`config.mk`:
```
export PLATFORM = sky130hd
export DESIGN_NAME = best_match_format_selector_unit
export DESIGN_NICKNAME = d
export VERILOG_FILES = /design/src/rtl/bmfs_pkg.sv /design/src/rtl/bmfs_cfg_regs.sv /design/src/rtl/bmfs_compare.sv /design/src/rtl/best_match_format_selector_unit.sv
export VERILOG_INCLUDE_DIRS = /design/src /design/src/rtl
export SDC_FILE = /design/constraint.sdc
export NUM_CORES = 1
export LEC_CHECK = 0
export ABC_AREA = 1
export BUFFER_PORTS_ARGS = -buffer_cell sky130_fd_sc_hd__buf_2
export CORE_ASPECT_RATIO = 1.25
export CORE_UTILIZATION = 55
export DETAILED_ROUTE_END_ITERATION = 6
export GPL_ROUTABILITY_DRIVEN = 1
export GPL_TIMING_DRIVEN = 0
export MAX_ROUTING_LAYER = met4
export PLACE_DENSITY_LB_ADDON = 0.05
export SYNTH_ARGS = -nofsm -noshare
export SYNTH_HDL_FRONTEND = slang
export SYNTH_SLANG_ARGS = --single-unit
```
`constraint.sdc`:
```
create_clock -name clk -period 5.4 [get_ports clk]
set_clock_uncertainty 0.05 [all_clocks]
set_input_delay 1.08 -clock clk [delete_from_list [all_inputs] [get_ports clk]]
set_output_delay 1.08 -clock clk [all_outputs]
set_load 0.02 [all_outputs]
```
`src/rtl/best_match_format_selector_unit_assert.svh`:
```
// Assertion macros for the best match format selector.
`ifndef BEST_MATCH_FORMAT_SELECTOR_UNIT_ASSERT_SVH
`define BEST_MATCH_FORMAT_SELECTOR_UNIT_ASSERT_SVH
`ifndef SYNTH
// Same-cycle implication, checked out of reset.
`define BMFS_ASSERT_IMP(label, clk, rst_n, ante, cons) \
  label: assert property (@(posedge clk) disable iff (!(rst_n)) (ante) |-> (cons)) \
    else $error("best match format selector: assertion failed");
// Next-cycle implication, checked out of reset.
`define BMFS_ASSERT_NXT(label, clk, rst_n, ante, cons) \
  label: assert property (@(posedge clk) disable iff (!(rst_n)) (ante) |=> (cons)) \
    else $error("best match format selector: assertion failed");
`else
`define BMFS_ASSERT_IMP(label, clk, rst_n, ante, cons)
`define BMFS_ASSERT_NXT(label, clk, rst_n, ante, cons)
`endif
`endif

```
`src/rtl/bmfs_pkg.sv`:
```
// Types, constants and the count rule shared by the format selector.
`timescale 1ns / 1ps
package bmfs_pkg;

  typedef struct packed {
    logic [15:0] index;
    logic [3:0]  buffers;
    logic [5:0]  color;
    logic [4:0]  alpha;
    logic [5:0]  depth;
    logic [4:0]  stencil;
    logic [5:0]  samples;
    logic [1:0]  swap;
    logic        offscreen;
    logic        window;
    logic        stereo;
  } cand_t;

  typedef struct packed {
    logic [3:0] buffers;
    logic [5:0] color;
    logic [4:0] alpha;
    logic [5:0] depth;
    logic [4:0] stencil;
    logic [5:0] samples;
    logic [1:0] swap;
  } req_t;

  localparam int unsigned CFG_IDX_W  = 3;
  localparam int unsigned CFG_DATA_W = 6;

  localparam logic [CFG_IDX_W-1:0] CFG_REQ_BUFFERS = 3'd0;
  localparam logic [CFG_IDX_W-1:0] CFG_REQ_COLOR   = 3'd1;
  localparam logic [CFG_IDX_W-1:0] CFG_REQ_ALPHA   = 3'd2;
  localparam logic [CFG_IDX_W-1:0] CFG_REQ_DEPTH   = 3'd3;
  localparam logic [CFG_IDX_W-1:0] CFG_REQ_STENCIL = 3'd4;
  localparam logic [CFG_IDX_W-1:0] CFG_REQ_SAMPLES = 3'd5;
  localparam logic [CFG_IDX_W-1:0] CFG_REQ_SWAP    = 3'd6;

  localparam req_t REQ_RESET = '{buffers: 4'd2, color: 6'd24, alpha: 5'd8, depth: 6'd24,
                                 stencil: 5'd8, samples: 6'd0, swap: 2'd0};

  localparam logic [3:0]  DOUBLE_BUF_MIN = 4'd2;
  localparam logic [3:0]  SINGLE_BUF     = 4'd1;
  localparam logic [15:0] COUNT_MAX      = 16'hFFFF;

  // True when the new value b beats the held value a; only meaningful when a != b.
  function automatic logic count_new_wins(input logic [5:0] a, input logic [5:0] b,
                                          input logic [5:0] want);
    logic r;
    if (a == want) begin
      r = 1'b0;
    end else if (b == want) begin
      r = 1'b1;
    end else if (a < want) begin
      r = (b < want) ? (a < b) : 1'b1;
    end else begin
      r = (b > want) ? (a > b) : 1'b0;
    end
    return r;
  endfunction

endpackage

```
`src/rtl/bmfs_cfg_regs.sv`:
```
// Request register file written through the plain configuration port.
`timescale 1ns / 1ps
module bmfs_cfg_regs
  import bmfs_pkg::*;
(
  input  logic                  clk,
  input  logic                  rst_n,
  input  logic                  cfg_we,
  input  logic [CFG_IDX_W-1:0]  cfg_index,
  input  logic [CFG_DATA_W-1:0] cfg_wdata,
  output req_t                  req
);

  req_t req_r;
  req_t req_nxt;

  always_comb begin
    req_nxt = req_r;
    if (cfg_we) begin
      case (cfg_index)
        CFG_REQ_BUFFERS: req_nxt.buffers = cfg_wdata[3:0];
        CFG_REQ_COLOR:   req_nxt.color   = cfg_wdata[5:0];
        CFG_REQ_ALPHA:   req_nxt.alpha   = cfg_wdata[4:0];
        CFG_REQ_DEPTH:   req_nxt.depth   = cfg_wdata[5:0];
        CFG_REQ_STENCIL: req_nxt.stencil = cfg_wdata[4:0];
        CFG_REQ_SAMPLES: req_nxt.samples = cfg_wdata[5:0];
        CFG_REQ_SWAP:    req_nxt.swap    = cfg_wdata[1:0];
        default:         req_nxt = req_r;
      endcase
    end
  end

  always_ff @(posedge clk) begin
    if (!rst_n) begin
      req_r <= REQ_RESET;
    end else begin
      req_r <= req_nxt;
    end
  end

  assign req = req_r;

endmodule

```
`src/rtl/bmfs_compare.sv`:
```
// Priority comparison of a new candidate against the held best.
`timescale 1ns / 1ps
module bmfs_compare
  import bmfs_pkg::*;
(
  input  cand_t hold,
  input  cand_t cand,
  input  req_t  req,
  output logic  new_wins
);

  logic buf_decided;
  logic buf_new;

  // Double buffering preference, which may leave the decision open.
  always_comb begin
    buf_decided = 1'b0;
    buf_new     = 1'b0;
    if (hold.buffers != cand.buffers) begin
      if (req.buffers < DOUBLE_BUF_MIN) begin
        if (hold.buffers == SINGLE_BUF) begin
          buf_decided = 1'b1;
        end else if (cand.buffers == SINGLE_BUF) begin
          buf_decided = 1'b1;
          buf_new     = 1'b1;
        end
      end else begin
        if (hold.buffers >= DOUBLE_BUF_MIN && cand.buffers < DOUBLE_BUF_MIN) begin
          buf_decided = 1'b1;
        end else if (hold.buffers < DOUBLE_BUF_MIN && cand.buffers >= DOUBLE_BUF_MIN) begin
          buf_decided = 1'b1;
          buf_new     = 1'b1;
        end
      end
    end
  end

  always_comb begin
    if (buf_decided) begin
      new_wins = buf_new;
    end else if (hold.color != cand.color) begin
      new_wins = count_new_wins(hold.color, cand.color, req.color);
    end else if (hold.depth != cand.depth) begin
      new_wins = count_new_wins(hold.depth, cand.depth, req.depth);
    end else if (hold.stencil != cand.stencil) begin
      new_wins = count_new_wins({1'b0, hold.stencil}, {1'b0, cand.stencil},
                                {1'b0, req.stencil});
    end else if (hold.samples != cand.samples) begin
      new_wins = count_new_wins(hold.samples, cand.samples, req.samples);
    end else if (hold.alpha != cand.alpha) begin
      new_wins = count_new_wins({1'b0, hold.alpha}, {1'b0, cand.alpha}, {1'b0, req.alpha});
    end else if (hold.swap != cand.swap && hold.swap == req.swap) begin
      new_wins = 1'b0;
    end else if (hold.swap != cand.swap && cand.swap == req.swap) begin
      new_wins = 1'b1;
    end else if (hold.buffers != cand.buffers) begin
      new_wins = count_new_wins({2'b00, hold.buffers}, {2'b00, cand.buffers},
                                {2'b00, req.buffers});
    end else if (hold.offscreen != cand.offscreen) begin
      new_wins = cand.offscreen;
    end else if (hold.window != cand.window) begin
      new_wins = cand.window;
    end else if (hold.stereo != cand.stereo) begin
      new_wins = cand.stereo;
    end else begin
      new_wins = 1'b1;
    end
  end

endmodule

```
`src/rtl/best_match_format_selector_unit.sv`:
```
// Top level of the best match format selector.
`timescale 1ns / 1ps
// The selector takes one candidate format word per clock cycle while in_stall
// is low and keeps the candidate that best matches the request registers. A
// word enters an input register when accepted and is compared in the next
// cycle against the held best; that comparison against the best register sets
// the rate of one word per cycle. A word marked last produces one result word
// (best index and run length, the length saturating at 65535) in the result
// register when it leaves the input register. The result register parts the
// two sides: words that do not end a run keep flowing while a result waits,
// and only a last word meeting a stalled, occupied result register holds the
// input side. The user must write the request registers only while the block
// is idle; the block itself does not enforce this.
`include "best_match_format_selector_unit_assert.svh"
module best_match_format_selector_unit
  import bmfs_pkg::*;
(
  input  logic                  clk,
  input  logic                  rst_n,
  input  logic                  cfg_we,
  input  logic [CFG_IDX_W-1:0]  cfg_index,
  input  logic [CFG_DATA_W-1:0] cfg_wdata,
  input  logic                  in_valid,
  output logic                  in_stall,
  input  logic [15:0]           in_fmt_index,
  input  logic [3:0]            in_buffers,
  input  logic [5:0]            in_color_bits,
  input  logic [4:0]            in_alpha_bits,
  input  logic [5:0]            in_depth_bits,
  input  logic [4:0]            in_stencil_bits,
  input  logic [5:0]            in_samples,
  input  logic [1:0]            in_swap_method,
  input  logic                  in_offscreen_ok,
  input  logic                  in_window_ok,
  input  logic                  in_stereo_ok,
  input  logic                  in_is_last,
  output logic                  out_valid,
  input  logic                  out_stall,
  output logic [15:0]           out_best_index,
  output logic [15:0]           out_run_length
);

  req_t        req;
  cand_t       s1_cand_r;
  logic        s1_last_r;
  logic        s1_valid_r;
  cand_t       best_r;
  logic        have_best_r;
  logic [15:0] seen_r;
  logic        out_valid_r;
  logic [15:0] out_best_index_r;
  logic [15:0] out_run_length_r;

  logic        new_wins;
  logic        take;
  logic        advance;
  logic        in_accept;
  cand_t       best_nxt;
  logic [15:0] seen_nxt;

  bmfs_cfg_regs u_cfg (
    .clk       (clk),
    .rst_n     (rst_n),
    .cfg_we    (cfg_we),
    .cfg_index (cfg_index),
    .cfg_wdata (cfg_wdata),
    .req       (req)
  );

  bmfs_compare u_cmp (
    .hold     (best_r),
    .cand     (s1_cand_r),
    .req      (req),
    .new_wins (new_wins)
  );

  // The staged word moves on unless it ends a run and the result register is
  // still full and stalled.
  assign advance   = s1_valid_r && (!s1_last_r || !out_valid_r || !out_stall);
  assign in_stall  = s1_valid_r && !advance;
  assign in_accept = in_valid && !in_stall;

  // The first word of a run is taken as best without comparison.
  assign take     = !have_best_r || new_wins;
  assign best_nxt = take ? s1_cand_r : best_r;
  assign seen_nxt = (seen_r == COUNT_MAX) ? seen_r : seen_r + 16'd1;

  always_ff @(posedge clk) begin
    if (!rst_n) begin
      s1_valid_r <= 1'b0;
    end else if (in_accept) begin
      s1_valid_r <= 1'b1;
    end else if (advance) begin
      s1_valid_r <= 1'b0;
    end
  end

  always_ff @(posedge clk) begin
    if (in_accept) begin
      s1_cand_r <= '{index: in_fmt_index, buffers: in_buffers, color: in_color_bits,
                     alpha: in_alpha_bits, depth: in_depth_bits,
                     stencil: in_stencil_bits, samples: in_samples,
                     swap: in_swap_method, offscreen: in_offscreen_ok,
                     window: in_window_ok, stereo: in_stereo_ok};
      s1_last_r <= in_is_last;
    end
  end

  // Run state: cleared once the last word has been folded in.
  always_ff @(posedge clk) begin
    if (!rst_n) begin
      have_best_r <= 1'b0;
      seen_r      <= 16'd0;
    end else if (advance) begin
      have_best_r <= !s1_last_r;
      seen_r      <= s1_last_r ? 16'd0 : seen_nxt;
    end
  end

  always_ff @(posedge clk) begin
    if (advance) begin
      best_r <= best_nxt;
    end
  end

  always_ff @(posedge clk) begin
    if (!rst_n) begin
      out_valid_r <= 1'b0;
    end else if (advance && s1_last_r) begin
      out_valid_r <= 1'b1;
    end else if (!out_stall) begin
      out_valid_r <= 1'b0;
    end
  end

  always_ff @(posedge clk) begin
    if (advance && s1_last_r) begin
      out_best_index_r <= best_nxt.index;
      out_run_length_r <= seen_nxt;
    end
  end

  assign out_valid      = out_valid_r;
  assign out_best_index = out_best_index_r;
  assign out_run_length = out_run_length_r;

  // A best is held exactly while the run count is non-zero.
  `BMFS_ASSERT_IMP(a_best_tracks_count, clk, rst_n, 1'b1, have_best_r == (seen_r != 16'd0))
  // The input side only holds for a last word behind a stalled, full result.
  `BMFS_ASSERT_IMP(a_stall_cause, clk, rst_n, in_stall,
                   s1_valid_r && s1_last_r && out_valid_r && out_stall)
  // Closing a run loads a result and clears the run state.
  `BMFS_ASSERT_NXT(a_run_close, clk, rst_n, advance && s1_last_r,
                   out_valid_r && !have_best_r && seen_r == 16'd0)

endmodule
```
==> flow_summary.rst <==
.. list-table::
   :header-rows: 1

   * - Metric
     - Value
   * - Post-Syn Nets
     - 1113
   * - Number of buffers on the longest clock path
     - 2
   * - Run status
     - complete, no violations
   * - Total leakage power
     - 4.90 nW
   * - Type of element capturing the critical path
     - flip-flop
   * - Total non-filler cell area in the finished layout
     - 0.0109 sq mm
   * - Worst setup margin
     - 2.21 ns
   * - Post-CTS resize count
     - 0
   * - Maximum capacitance violations
     - 0
   * - Layout cell share with drive strength beyond 1
     - 0.154
   * - Fin. Hold Viols
     - 0
   * - Cell with the largest stage delay on the worst path
     - sky130_fd_sc_hd__a21oi_4
   * - Initial antenna violation count
     - 0
   * - Overall die area
     - 0.0177 sq mm
   * - Leftover overflow at the end of global routing
     - 0
   * - H-tree level count
     - 4
   * - TritonRoute pass-1 iters
     - 4
   * - Peak per-stage delay on the critical path
     - 0.48 ns
   * - Most frequent cell on the critical path
     - sky130_fd_sc_hd__nand2_1
   * - Number of inserted diodes
     - 0
   * - IO buf count
     - 100
   * - Startpoint types
     - flip-flop
   * - Dpl hpwl
     - 13500 microns
   * - Total number of vias
     - 6621
   * - Worst hold path type
     - reg -> reg
   * - Clock period minus final worst setup slack
     - 3.19 ns
   * - Number of rows in the core area
     - 53
   * - Post-layout total power
     - 3.27 mW
   * - Vias in the first global route
     - 6567
   * - Peak supply drop
     - 0.000213 V
   * - Mapped Cells
     - 948
   * - Number of standard cells in the final layout excluding fillers
     - 1303
   * - Area of the mapped netlist
     - 0.00945 sq mm
   * - TritonCTS clock tree
     - yes
   * - Post-Place Cells
     - 1270
   * - DRC Markers
     - 0
   * - Core ar.
     - 0.0168 sq mm
   * - I/O pin total
     - 102
   * - Final sum of negative setup slack
     - 0 ns
   * - Hold buffers post-CTS
     - 0
   * - Classification of the worst setup path
     - reg -> reg
   * - Final Slew Violations
     - 0
   * - DIE HEIGHT
     - 149 microns
   * - CTS Sinks
     - 192
   * - Initial Utilization
     - 0.561
   * - Number of nets still failing antenna checks after routing
     - 0
   * - Latest clock arrival within the worst-skew pair
     - 0.43 ns
   * - Number of synthesis warnings
     - 0
   * - Total length of routed wires
     - 18300 microns
   * - Total of fill cells in the finished design
     - 1422
   * - Clk Tree Root Cell
     - sky130_fd_sc_hd__clkbuf_16
   * - Cell area after placement
     - 0.0103 sq mm
   * - GPL Wtd Cong
     - 0.830
   * - Actual slew at the worst max-slew pin
     - 0.849 ns
   * - Clock-pin slew on the worst setup and hold paths
     - 0.07 ns
   * - Post-synthesis sequential area ratio
     - 0.554
   * - Share of the clock period used by the worst path after layout
     - 0.590
   * - Average wire length per cell after detail routing
     - 14.0 microns
   * - Vias per inst
     - 5.08
   * - Number of setup buffers added after CTS
     - 0
   * - Flip-flop and latch count after synthesis
     - 192
   * - Area Growth Syn to Fin
     - 15.5%
   * - Data required time of the worst path
     - 5.48 ns
   * - Unrepaired setup endpoints after global routing
     - false
   * - Tot GR Track Use
     - 0.226
   * - Worst-path maximum fanout
     - 23
   * - Series of cell instances along the critical path
     - inv_1, ha_1, nand2_1, inv_2, nand3_2, inv_1, a31oi_1, nand2_1, nand2_1, nand2_1, nand2_1, nand2_1, nand2_1, nand2_1, nand2_2, nand2_4, buf_6, a21oi_4, buf_12
   * - Number of violations reported at the end of detailed-routing iteration 0
     - 270
   * - Total power divided by cell area
     - 300 mW/mm^2
   * - Worst slew margin relative to its limit
     - 0.433
   * - Global-route wire length before repair
     - 30300 microns
   * - Number of nets in the final layout
     - 1235
   * - Number of setup violations in the final report
     - 0
   * - Max Freq
     - 0.314 GHz
   * - Critical path arrival
     - 3.27 ns
   * - Maximum number of pins on one net before global-route repair
     - 35
   * - Die W
     - 119 microns
   * - Unique cell type count in the Yosys netlist
     - 38
   * - Cts bufs inserted
     - 17
   * - Mean post-synth cell area
     - 9.97 sq um
   * - Post-placement worst setup slack
     - 1.55 ns
sequential cells by signal (all words and copies together) (netlist names):
| register | flops |
|---|---|
| have_best_r | 1 |
| s1_valid_r | 1 |
| out_best_index | 16 |
| s1_cand_r | 53 |
| best_r | 53 |
| out_run_length | 16 |
| s1_last_r | 1 |
| u_cfg.req | 34 |
| seen_r | 16 |
| out_valid | 1 |
per-stage QoR:
step | util | hold slack (ns)
2_1_floorplan | - | 0.376
3_3_place_gp | 0.607 | 0.383
3_5_place_dp | 0.611 | 0.389
4_1_cts | 0.647 | 0.405
5_1_grt | 0.648 | 0.418
6_report | 0.648 | 0.404
power by group:
part / total (mW) / internal [mW] / switching [mW]
registers: 1.68 / 1.65 / 0.0316
clock network: 1.28 / 0.669 / 0.609
logic: 0.314 / 0.118 / 0.195
total: 3.27 / 2.44 / 0.836
critical path: cells and delay by family (launching register included):
kind            cells  cell delay [ns]
flops               1             0.42
fa+ha+maj           1             0.29
compound gates      2             0.63
buf+inv             5             0.64
simple gates       11             0.85
placed cells by master (no fill, tap or decap), types with 4 or more instances in the layout:
cell type                   count
sky130_fd_sc_hd__nand2_1      204
sky130_fd_sc_hd__inv_1        146
sky130_fd_sc_hd__edfxtp_1     139
sky130_fd_sc_hd__buf_2        101
sky130_fd_sc_hd__ha_1          97
sky130_fd_sc_hd__a21oi_1       68
sky130_fd_sc_hd__nor2_1        61
sky130_fd_sc_hd__dfxtp_1       53
sky130_fd_sc_hd__nand3_1       45
sky130_fd_sc_hd__o21ai_0       39
sky130_fd_sc_hd__clkbuf_16     17
sky130_fd_sc_hd__o211ai_1      11
sky130_fd_sc_hd__xnor2_1       10
sky130_fd_sc_hd__clkbuf_1       8
sky130_fd_sc_hd__nand4_1        7
sky130_fd_sc_hd__nor3_1         7
sky130_fd_sc_hd__inv_8          6
sky130_fd_sc_hd__nor3_2         5
sky130_fd_sc_hd__nand2_2        4
sky130_fd_sc_hd__inv_2          4
sky130_fd_sc_hd__nand3_2        4
sky130_fd_sc_hd__xor2_1         4
synthesized netlist by cell type, drive strengths merged:
cell type / instances / area share
inv: 151 / 0.060
xor2: 5 / 0.0054
o311ai: 1 / 0.00093
nand4: 7 / 0.0046
o21bai: 2 / 0.0016
nor2: 66 / 0.028
ha: 97 / 0.13
a21o: 1 / 0.00079
dfxtp: 53 / 0.11
or2: 2 / 0.0013
o21a: 3 / 0.0024
nand3b: 1 / 0.0021
nand2: 210 / 0.086
o21ai: 39 / 0.021
o211ai: 11 / 0.0087
nor3: 12 / 0.0090
o22ai: 1 / 0.00066
a311oi: 1 / 0.00093
clkbuf: 8 / 0.0032
edfxtp: 139 / 0.44
buf: 3 / 0.0029
a31oi: 3 / 0.0020
o31ai: 1 / 0.00079
clkinv: 1 / 0.00040
a21oi: 71 / 0.038
nand3: 49 / 0.028
xnor2: 10 / 0.0093
kinds of logic (layout without fill, tap and decap cells):
kind of cell | count (synthesis) | count (layout) | synth area share
AOI/OAI and AO/OA | 134 | 134 | 0.0778
xor gates and xnor gates | 15 | 15 | 0.0147
adders and majority gates | 97 | 97 | 0.128
buffers and inverters | 163 | 298 | 0.0664
DFF | 192 | 192 | 0.554
and+or+nand+nor | 347 | 347 | 0.159
final timing paths:
path            startpoint    endpoint  slack, ns  cells past startpoint
min           s1_cand_r[0]   best_r[0]       0.40                      0
max          s1_cand_r[35]  best_r[26]       2.21                     19
min reg2reg   s1_cand_r[0]   best_r[0]       0.40                      0
max reg2reg  s1_cand_r[35]  best_r[26]       2.21                     19
per-layer routing:
layer	wire (microns)	GRT usage	part of all wire	vias up
li1	-	-	-	3427
met5	0	-	0	-
met3	528	0.0341	0.029	25
met4	386	0.0905	0.021	0
met2	9090	0.383	0.50	106
met1	8250	0.270	0.45	3063
area by class of cell:
cell class,count,area (sq um),area share
Buffer,11,57.6,0.00527
Clock buffer,17,425,0.0389
Clock inverter,15,181,0.0166
Inverter,152,571,0.0522
Multi-Input combinational cell,593,3610,0.330
Sequential cell,192,5240,0.479
Tap cell,220,275,0.0252
Timing Repair Buffer,103,568,0.0520
(Power assumes the default switching activity.)
